==> config.mk <==
export PLATFORM = sky130hd
export DESIGN_NAME = i2c_bit_level_master
export DESIGN_NICKNAME = d
export VERILOG_FILES = /design/src/rtl/core/i2cm_pkg.sv /design/src/rtl/core/i2cm_step.sv /design/src/rtl/core/i2c_bit_level_master.sv
export SDC_FILE = /design/constraint.sdc
export NUM_CORES = 1
export LEC_CHECK = 0
export BUFFER_PORTS_ARGS = -buffer_cell sky130_fd_sc_hd__buf_2
export CAP_MARGIN = 20
export CORE_MARGIN = 2
export CORE_UTILIZATION = 30
export CTS_CLUSTER_DIAMETER = 30
export DETAILED_ROUTE_END_ITERATION = 7
export SLEW_MARGIN = 10
export SYNTH_ARGS = -nofsm -noshare
export SYNTH_HDL_FRONTEND = slang
export SYNTH_SLANG_ARGS = --single-unit
==> constraint.sdc <==
create_clock -name aclk -period 4.9 [get_ports aclk]
set_input_delay 1.225 -clock aclk [delete_from_list [all_inputs] [get_ports aclk]]
set_output_delay 1.225 -clock aclk [all_outputs]
set_load 0.02 [all_outputs]
==> src/rtl/core/i2cm_pkg.sv <==
`timescale 1ns / 1ps
`default_nettype none
// ----------------------------------------------------------------------------
// i2cm_pkg
// Shared types and codes of the bit-level i2c master sequencer.
// ----------------------------------------------------------------------------
package i2cm_pkg;

    localparam int BYTE_BITS     = 8;
    localparam int CFG_DATA_BITS = 16;

    // request codes
    localparam logic [2:0] REQ_NONE    = 3'd0;
    localparam logic [2:0] REQ_START   = 3'd1;
    localparam logic [2:0] REQ_RESTART = 3'd2;
    localparam logic [2:0] REQ_WRITE   = 3'd3;
    localparam logic [2:0] REQ_READ    = 3'd4;
    localparam logic [2:0] REQ_STOP    = 3'd5;

    // error codes
    localparam logic [1:0] ERR_NONE     = 2'd0;
    localparam logic [1:0] ERR_START    = 2'd1;
    localparam logic [1:0] ERR_NO_ACK   = 2'd2;

    // configuration register indexes
    localparam logic CFG_LINE_DELAY      = 1'b0;
    localparam logic CFG_STRETCH_TIMEOUT = 1'b1;

    localparam logic [3:0] BITS_PER_BYTE = 4'd8;
    localparam logic [15:0] LINE_DELAY_RST      = 16'd10;
    localparam logic [15:0] STRETCH_TIMEOUT_RST = 16'd100;

    typedef enum logic [4:0] {
        PH_IDLE = 5'd0,
        PH_S0   = 5'd1,
        PH_S1   = 5'd2,
        PH_S2   = 5'd3,
        PH_S3   = 5'd4,
        PH_FIN  = 5'd5,
        PH_P0   = 5'd6,
        PH_P1   = 5'd7,
        PH_P2   = 5'd8,
        PH_P3   = 5'd9,
        PH_P4   = 5'd10,
        PH_W0   = 5'd11,
        PH_W1   = 5'd12,
        PH_W2   = 5'd13,
        PH_W3   = 5'd14,
        PH_W4   = 5'd15,
        PH_W5   = 5'd16,
        PH_W6   = 5'd17,
        PH_W7   = 5'd18,
        PH_W8   = 5'd19,
        PH_W9   = 5'd20,
        PH_R0   = 5'd21,
        PH_R1   = 5'd22,
        PH_R2   = 5'd23,
        PH_R3   = 5'd24,
        PH_R4   = 5'd25,
        PH_R5   = 5'd26,
        PH_R6   = 5'd27,
        PH_R7   = 5'd28
    } phase_t;

    typedef struct packed {
        phase_t                phase;
        logic [3:0]            bit_index;
        logic [BYTE_BITS-1:0]  shift_byte;
        logic                  scl_drive;
        logic                  sda_drive;
        logic                  nack_pending;
        logic [BYTE_BITS-1:0]  rx_hold;
        logic [1:0]            err_hold;
    } seq_state_t;

endpackage
`default_nettype wire

==> src/rtl/core/i2cm_step.sv <==
`timescale 1ns / 1ps
`default_nettype none
// ----------------------------------------------------------------------------
// i2cm_step
// Next-state logic of the sequencer for one tick: hold countdown, command
// accept and one bus step.
// ----------------------------------------------------------------------------
module i2cm_step
    import i2cm_pkg::*;
#(
    parameter int COUNT_BITS = 16
) (
    input  seq_state_t             st_i,
    input  logic [COUNT_BITS-1:0]  delay_i,
    input  logic [COUNT_BITS-1:0]  stretch_i,
    input  logic [COUNT_BITS-1:0]  line_delay_i,
    input  logic [COUNT_BITS-1:0]  stretch_timeout_i,
    input  logic [2:0]             req_type_i,
    input  logic [BYTE_BITS-1:0]   tx_byte_i,
    input  logic                   send_nack_i,
    input  logic                   scl_i,
    input  logic                   sda_i,
    output seq_state_t             st_o,
    output logic [COUNT_BITS-1:0]  delay_o,
    output logic [COUNT_BITS-1:0]  stretch_o,
    output logic                   done_o
);

    always_comb begin
        seq_state_t            n;
        logic [COUNT_BITS-1:0] dn;
        logic [COUNT_BITS-1:0] sn;
        logic                  run;
        logic                  budget;

        n      = st_i;
        dn     = delay_i;
        sn     = stretch_i;
        done_o = 1'b0;
        run    = 1'b0;

        if (st_i.phase == PH_IDLE) begin
            dn = '0;
            if (req_type_i == REQ_START || req_type_i == REQ_RESTART ||
                req_type_i == REQ_WRITE || req_type_i == REQ_READ ||
                req_type_i == REQ_STOP) begin
                n.err_hold  = ERR_NONE;
                n.bit_index = '0;
                sn          = '0;
                run         = 1'b1;
                priority case (req_type_i)
                    REQ_WRITE: begin
                        n.shift_byte = tx_byte_i;
                        n.phase      = PH_W0;
                    end
                    REQ_READ: begin
                        n.shift_byte   = '0;
                        n.nack_pending = send_nack_i;
                        n.phase        = PH_R0;
                    end
                    REQ_STOP: n.phase = PH_P0;
                    default:  n.phase = PH_S0;
                endcase
            end
        end else if (delay_i != '0) begin
            dn = delay_i - 1'b1;
        end else begin
            run = 1'b1;
        end

        budget = (sn < stretch_timeout_i);

        if (run) begin
            unique case (n.phase)
                PH_S0: begin n.sda_drive = 1'b1; dn = line_delay_i; n.phase = PH_S1; end
                PH_S1: begin
                    n.scl_drive = 1'b1; dn = line_delay_i; sn = '0; n.phase = PH_S2;
                end
                PH_S2: begin
                    if (!scl_i && budget) begin
                        sn = sn + 1'b1; dn = line_delay_i;
                    end else if (!sda_i) begin
                        n.phase = PH_IDLE; dn = '0; done_o = 1'b1; n.err_hold = ERR_START;
                    end else begin
                        n.sda_drive = 1'b0; dn = line_delay_i; n.phase = PH_S3;
                    end
                end
                PH_S3: begin
                    if (sda_i) begin
                        n.phase = PH_IDLE; dn = '0; done_o = 1'b1; n.err_hold = ERR_START;
                    end else begin
                        n.scl_drive = 1'b0; dn = line_delay_i; n.phase = PH_FIN;
                    end
                end
                PH_FIN: begin
                    n.phase = PH_IDLE; dn = '0; done_o = 1'b1; n.err_hold = ERR_NONE;
                end

                PH_P0: begin n.scl_drive = 1'b0; dn = line_delay_i; n.phase = PH_P1; end
                PH_P1: begin n.sda_drive = 1'b0; dn = line_delay_i; n.phase = PH_P2; end
                PH_P2: begin n.scl_drive = 1'b1; sn = '0; n.phase = PH_P3; end
                PH_P3: begin
                    if (!scl_i && budget) begin
                        sn = sn + 1'b1; dn = line_delay_i;
                    end else begin
                        dn = line_delay_i; n.phase = PH_P4;
                    end
                end
                PH_P4: begin n.sda_drive = 1'b1; dn = line_delay_i; n.phase = PH_FIN; end

                PH_W0: begin n.scl_drive = 1'b0; dn = line_delay_i; n.phase = PH_W1; end
                PH_W1: begin
                    n.sda_drive = n.shift_byte[BYTE_BITS-1]; dn = line_delay_i;
                    n.phase = PH_W2;
                end
                PH_W2: begin n.scl_drive = 1'b1; dn = line_delay_i; n.phase = PH_W3; end
                PH_W3: begin
                    if (!scl_i && budget) begin
                        sn = sn + 1'b1; dn = line_delay_i;
                    end else begin
                        dn           = line_delay_i;
                        n.shift_byte = {n.shift_byte[BYTE_BITS-2:0], 1'b0};
                        n.bit_index  = n.bit_index + 1'b1;
                        n.phase      = (n.bit_index >= BITS_PER_BYTE) ? PH_W4 : PH_W0;
                    end
                end
                PH_W4: begin
                    n.scl_drive = 1'b0; sn = '0; dn = line_delay_i; n.phase = PH_W5;
                end
                PH_W5: begin n.scl_drive = 1'b0; dn = line_delay_i; n.phase = PH_W6; end
                PH_W6: begin n.sda_drive = 1'b1; dn = line_delay_i; n.phase = PH_W7; end
                PH_W7: begin
                    // wait for the slave to pull sda low
                    if (sda_i && budget) begin
                        sn = sn + 1'b1; dn = line_delay_i;
                    end else if (sda_i) begin
                        n.phase = PH_IDLE; dn = '0; done_o = 1'b1; n.err_hold = ERR_NO_ACK;
                    end else begin
                        n.scl_drive = 1'b1; n.phase = PH_W8;
                    end
                end
                PH_W8: begin
                    if (!scl_i && budget) begin
                        sn = sn + 1'b1; dn = line_delay_i;
                    end else begin
                        dn = line_delay_i; n.phase = PH_W9;
                    end
                end
                PH_W9: begin
                    n.scl_drive = 1'b0;
                    n.phase = PH_IDLE; dn = '0; done_o = 1'b1; n.err_hold = ERR_NONE;
                end

                PH_R0: begin
                    n.sda_drive = 1'b1; n.scl_drive = 1'b0; dn = line_delay_i;
                    n.phase = PH_R1;
                end
                PH_R1: begin n.scl_drive = 1'b1; n.phase = PH_R2; end
                PH_R2: begin
                    if (!scl_i && budget) begin
                        sn = sn + 1'b1; dn = line_delay_i;
                    end else begin
                        dn = line_delay_i; n.phase = PH_R3;
                    end
                end
                PH_R3: begin
                    n.shift_byte = {n.shift_byte[BYTE_BITS-2:0], sda_i};
                    n.bit_index  = n.bit_index + 1'b1;
                    n.scl_drive  = 1'b0;
                    dn           = line_delay_i;
                    if (n.bit_index >= BITS_PER_BYTE) begin
                        n.rx_hold = n.shift_byte;
                        sn        = '0;
                        n.phase   = PH_R4;
                    end else begin
                        n.phase = PH_R1;
                    end
                end
                PH_R4: begin
                    n.sda_drive = n.nack_pending; dn = line_delay_i; n.phase = PH_R5;
                end
                PH_R5: begin n.scl_drive = 1'b1; n.phase = PH_R6; end
                PH_R6: begin
                    if (!scl_i && budget) begin
                        sn = sn + 1'b1; dn = line_delay_i;
                    end else begin
                        dn = line_delay_i; n.phase = PH_R7;
                    end
                end
                PH_R7: begin n.scl_drive = 1'b0; dn = line_delay_i; n.phase = PH_FIN; end

                default: begin n.phase = PH_IDLE; dn = '0; end
            endcase
        end

        st_o      = n;
        delay_o   = dn;
        stretch_o = sn;
    end

endmodule
`default_nettype wire

==> src/rtl/core/i2c_bit_level_master.sv <==
`timescale 1ns / 1ps
`default_nettype none
// ----------------------------------------------------------------------------
// i2c_bit_level_master
// Open-drain i2c master sequencer advanced by one tick word per cycle.
// ----------------------------------------------------------------------------
// Each input word is one bus tick: the sampled scl and sda levels plus a
// request (start, restart, write byte, read byte, stop) that is taken only
// while the sequencer is idle. Each accepted word yields exactly one result
// word with the line releases, busy, a one-tick done pulse, the last read
// byte and the error code of the last command.
// The result of a tick sits in the output register the cycle after the tick is
// accepted. Throughput is one tick per cycle while s_ready is high; the step
// logic plus the sequencer registers close the loop with no extra register.
// s_ready stays high while the output register is empty or being drained,
// so a stall on m_ready holds one result and then stops the input side.
// Reset leaves the sequencer idle with both lines released, rx byte and
// error code zero, line_delay 10 and stretch_timeout 100. Configuration is
// written through cfg_we/cfg_index/cfg_wdata while no tick is in flight.
// ----------------------------------------------------------------------------
module i2c_bit_level_master
    import i2cm_pkg::*;
#(
    parameter int COUNT_BITS = 16
) (
    input  wire logic                      aclk,
    input  wire logic                      aresetn,

    input  wire logic                      cfg_we,
    input  wire logic                      cfg_index,
    input  wire logic [CFG_DATA_BITS-1:0]  cfg_wdata,

    input  wire logic                      s_valid,
    output      logic                      s_ready,
    input  wire logic [2:0]                s_req_type,
    input  wire logic [BYTE_BITS-1:0]      s_tx_byte,
    input  wire logic                      s_send_nack,
    input  wire logic                      s_scl_level,
    input  wire logic                      s_sda_level,

    output      logic                      m_valid,
    input  wire logic                      m_ready,
    output      logic                      m_scl_release,
    output      logic                      m_sda_release,
    output      logic                      m_busy_res,
    output      logic                      m_done_res,
    output      logic [BYTE_BITS-1:0]      m_rx_byte,
    output      logic [1:0]                m_error_code
);

    logic [CFG_DATA_BITS-1:0] line_delay_reg;
    logic [CFG_DATA_BITS-1:0] stretch_timeout_reg;

    seq_state_t               st_reg, st_next;
    logic [COUNT_BITS-1:0]    delay_reg, delay_next;
    logic [COUNT_BITS-1:0]    stretch_reg, stretch_next;
    logic                     done_next;

    logic                     m_valid_reg;
    logic                     scl_rel_reg, sda_rel_reg, busy_reg, done_reg;
    logic [BYTE_BITS-1:0]     rx_byte_reg;
    logic [1:0]               err_reg;

    logic                     accept;

    assign s_ready = !m_valid_reg || m_ready;
    assign accept  = s_valid && s_ready;

    i2cm_step #(
        .COUNT_BITS(COUNT_BITS)
    ) u_step (
        .st_i              (st_reg),
        .delay_i           (delay_reg),
        .stretch_i         (stretch_reg),
        .line_delay_i      (COUNT_BITS'(line_delay_reg)),
        .stretch_timeout_i (COUNT_BITS'(stretch_timeout_reg)),
        .req_type_i        (s_req_type),
        .tx_byte_i         (s_tx_byte),
        .send_nack_i       (s_send_nack),
        .scl_i             (s_scl_level),
        .sda_i             (s_sda_level),
        .st_o              (st_next),
        .delay_o           (delay_next),
        .stretch_o         (stretch_next),
        .done_o            (done_next)
    );

    // configuration registers
    always_ff @(posedge aclk) begin
        if (!aresetn) begin
            line_delay_reg      <= LINE_DELAY_RST;
            stretch_timeout_reg <= STRETCH_TIMEOUT_RST;
        end else if (cfg_we) begin
            unique case (cfg_index)
                CFG_LINE_DELAY:      line_delay_reg      <= cfg_wdata;
                CFG_STRETCH_TIMEOUT: stretch_timeout_reg <= cfg_wdata;
                default: ;
            endcase
        end
    end

    // sequencer state advances once per accepted word
    always_ff @(posedge aclk) begin
        if (!aresetn) begin
            st_reg.phase        <= PH_IDLE;
            st_reg.bit_index    <= '0;
            st_reg.shift_byte   <= '0;
            st_reg.scl_drive    <= 1'b1;
            st_reg.sda_drive    <= 1'b1;
            st_reg.nack_pending <= 1'b0;
            st_reg.rx_hold      <= '0;
            st_reg.err_hold     <= ERR_NONE;
            delay_reg           <= '0;
            stretch_reg         <= '0;
        end else if (accept) begin
            st_reg      <= st_next;
            delay_reg   <= delay_next;
            stretch_reg <= stretch_next;
        end
    end

    // output register
    always_ff @(posedge aclk) begin
        if (!aresetn) begin
            m_valid_reg <= 1'b0;
        end else if (accept) begin
            m_valid_reg <= 1'b1;
        end else if (m_ready) begin
            m_valid_reg <= 1'b0;
        end
    end

    always_ff @(posedge aclk) begin
        if (accept) begin
            scl_rel_reg <= st_next.scl_drive;
            sda_rel_reg <= st_next.sda_drive;
            busy_reg    <= (st_next.phase != PH_IDLE);
            done_reg    <= done_next;
            rx_byte_reg <= st_next.rx_hold;
            err_reg     <= st_next.err_hold;
        end
    end

    assign m_valid       = m_valid_reg;
    assign m_scl_release = scl_rel_reg;
    assign m_sda_release = sda_rel_reg;
    assign m_busy_res    = busy_reg;
    assign m_done_res    = done_reg;
    assign m_rx_byte     = rx_byte_reg;
    assign m_error_code  = err_reg;

endmodule
`default_nettype wire

==> impl_metrics.env <==
export IMPL_routabilityCongestion=0.957
export IMPL_fmax_ghz=0.220
export IMPL_start_util=0.304
export IMPL_min_path_type="reg -> reg"
export IMPL_die_h_um=157
export IMPL_outcome="finished clean"
export IMPL_overflow=0
export IMPL_cts_sink_count=109
export IMPL_multi_input_area_um2=4400
export IMPL_wl_per_cell_um=18.2
export IMPL_worstSkewPairLatency_ns=0.36
export IMPL_wl_um=24100
export IMPL_ys_seq_area_frac=0.329
export IMPL_synth_xor_area_frac=0.0149
export IMPL_final_cells=1324
export IMPL_ys_flop_type="dfxtp_1"
export IMPL_setup_viol=0
export IMPL_final_area_um2=8220
export IMPL_grt_use_met1=0.273
export IMPL_area_growth_pct=16.3
export IMPL_clock_skew_ns=0.0120
export IMPL_path_class="in -> reg"
export IMPL_yosys_warnings=0
export IMPL_synthSimpleGateAreaFrac=0.257
export IMPL_synth_seq_cells=109
export IMPL_layout_common_cells="nand2_1, dfxtp_1, a21oi_1"
export IMPL_cts_buffers=9
export IMPL_track_usage=0.196
export IMPL_port_buffer_count=51
export IMPL_path_max_fanout=16
export IMPL_dp_cells=1307
export IMPL_met3_usage=0.0339
export IMPL_drtAntennaViolNets=0
export IMPL_antenna_found_initial=0
export IMPL_tritoncts="yes"
export IMPL_irDropWorstVdd_mv=0.188
export IMPL_hold_viol=0
export IMPL_syn_area_um2=7060
export IMPL_holdBufCountCts=0
export IMPL_drcViolationCount=0
export IMPL_clock_root_buffer="clkbuf_16"
export IMPL_start_kind="primary input"
export IMPL_core_area_um2=23300
export IMPL_dpl_cell_area_um2=7870
export IMPL_die_x_um=157
export IMPL_async_flop_share=0
export IMPL_dr_pass1_iters=6
export IMPL_grt_pass1_vias=7144
export IMPL_layout_worst_path_cycle_share=0.928
export IMPL_maxCapViolCount=0
export IMPL_use_met2=0.305
export IMPL_relSlewSlack=0.376
export IMPL_path_clk_slew_ns=0.08
export IMPL_ys_types=77
export IMPL_synth_compound_area_frac=0.310
export IMPL_htreeDepth=3
export IMPL_clock_path_buffers=2
export IMPL_tightest_slew_ns=0.923
export IMPL_gr_max_usage_layer="met2"
export IMPL_diodes=0
export IMPL_cp_arrival_ns=4.82
export IMPL_power_density_nw_per_um2=379
export IMPL_synth_edf_count=14
export IMPL_postCtsSetupBuffers=0
export IMPL_dp_hpwl_um=16900
export IMPL_synth_area_per_cell_um2=7.43
export IMPL_ios=52
export IMPL_fillers=2531
export IMPL_grt_start_max_net_pins=56
export IMPL_grt_pass1_wl_um=38500
export IMPL_vias=7669
export IMPL_synth_fa_ha_area_frac=0.0319
export IMPL_initialDrtViolationCount=905
export IMPL_cp_end_kind="register"
export IMPL_maxSlewViolCount=0
export IMPL_finalNetCount=1054
export IMPL_synth_top_family_by_area="compound AO/OA/AOI/OAI gates"
export IMPL_largest_reg_flops=30
export IMPL_layout_commonest_cell="nand2_1"
export IMPL_seqCellArea_um2=2320
export IMPL_die_area_um2=24800
export IMPL_synth_cells=951
export IMPL_crit_required_ns=5.17
export IMPL_avgViaCountPerCell=5.79
export IMPL_muxShareOfSynthArea=0.00726
export IMPL_p_leak_nw=2.97
export IMPL_drive_gt1_frac=0.137
export IMPL_final_min_clock_period_ns=4.55
export IMPL_rsz0062_at_grt="false"
export IMPL_cts_repair_resized=0
export IMPL_row_count=56
export IMPL_synth_nets=1005
export IMPL_finalSetupTns_ns=0
synth_stat cells (4+ instances only):
cell       count  area, µm²
o311ai_0       7       61.3
nor2_1        62        233
xor2_1         9       78.8
nor3_1        21        105
o2111ai_1      4       35.0
a22oi_1       14        105
mux2i_1        4       40.0
nor3b_1        4       30.0
or3_1          8       50.1
a31oi_1       25        156
o31a_1         6       52.6
nand3b_1       5       37.5
o211a_1        4       40.0
and3_1         6       37.5
dfxtp_1       95       1900
a211oi_1       9       67.6
nor4_1        11       68.8
ha_1          18        225
buf_1          5       18.8
inv_1         31        116
nand2_1      155        582
or4_1          6       45.0
o221ai_1       4       35.0
o22ai_1        5       31.3
a21o_1         4       30.0
nand3_1       42        210
o21bai_1       4       30.0
o31ai_1       15        113
and2_1        19        119
o21ai_0       74        370
o211ai_1      19        143
nand2b_1       5       31.3
nor2b_1        5       31.3
edfxtp_1      14        420
a32oi_1        7       61.3
a31o_2         4       35.0
a32o_1         4       40.0
nand4_1       12       75.1
clkbuf_1      56        210
a21oi_1       92        460
worst max-delay path: stages:
cell	delay (ns)
buf_2	0.11
and2_1	0.19
or4_4	0.55
and2_0	0.27
ha_1	0.31
and4_1	0.21
nand3_1	0.08
o21bai_1	0.12
a22o_4	0.30
a2111oi_4	0.45
o21ai_2	0.24
or4_1	0.55
a31oi_1	0.20
report_power, final:
part / switching, W / internal [W] / total, W / leakage (nW)
combinational: 0.000845 / 0.000447 / 0.00129 / 1.90
clock: 0.000380 / 0.000425 / 0.000805 / 0.159
sequential: 0.0000491 / 0.000970 / 0.00102 / 0.913
final cells by class:
class / instances / area share
clock buffer: 10 / 0.0291
clock inverter: 6 / 0.0108
inverter: 32 / 0.0146
multi-input combinational: 748 / 0.535
sequential: 109 / 0.283
tap: 319 / 0.0486
timing repair buffer: 100 / 0.0789
cell families after synthesis:
kind of cell	after synthesis
flops	109
xor+xnor	12
buf+inv	94
mux	5
fa+ha+maj	18
compound gates	334
simple gates	379
per-layer routing:
metal | vias up | wire length [µm]
met5 | - | 0
li1 | 3649 | -
met2 | 398 | 10800
met1 | 3568 | 10800
met3 | 54 | 1920
met4 | 0 | 600
worst paths after layout:
| path | startpoint | endpoint | slack (ns) | cells after the start |
|---|---|---|---|---|
| hold / removal | stretch_timeout_reg[15] | stretch_timeout_reg[15] | 0.46 | 2 |
| setup / recovery | s_req_type[2] | stretch_reg[9] | 0.35 | 13 |
| hold reg to reg | stretch_timeout_reg[15] | stretch_timeout_reg[15] | 0.46 | 2 |
| setup reg to reg | st_reg[29] | stretch_reg[9] | 0.50 | 12 |
metrics by stage:
step / hold slack (ns) / utilization / total power (W) / worst slack (ns)
2_1_floorplan: 0.436 / - / 0.00186 / 0.123
3_3_place_gp: 0.442 / 0.338 / 0.00229 / 0.113
3_5_place_dp: 0.447 / 0.338 / 0.00229 / 0.0219
4_1_cts: 0.457 / 0.352 / 0.00310 / 0.383
5_1_grt: 0.476 / 0.353 / 0.00329 / 0.119
6_report: 0.456 / 0.353 / 0.00312 / 0.351
(Power assumes the default switching activity.)
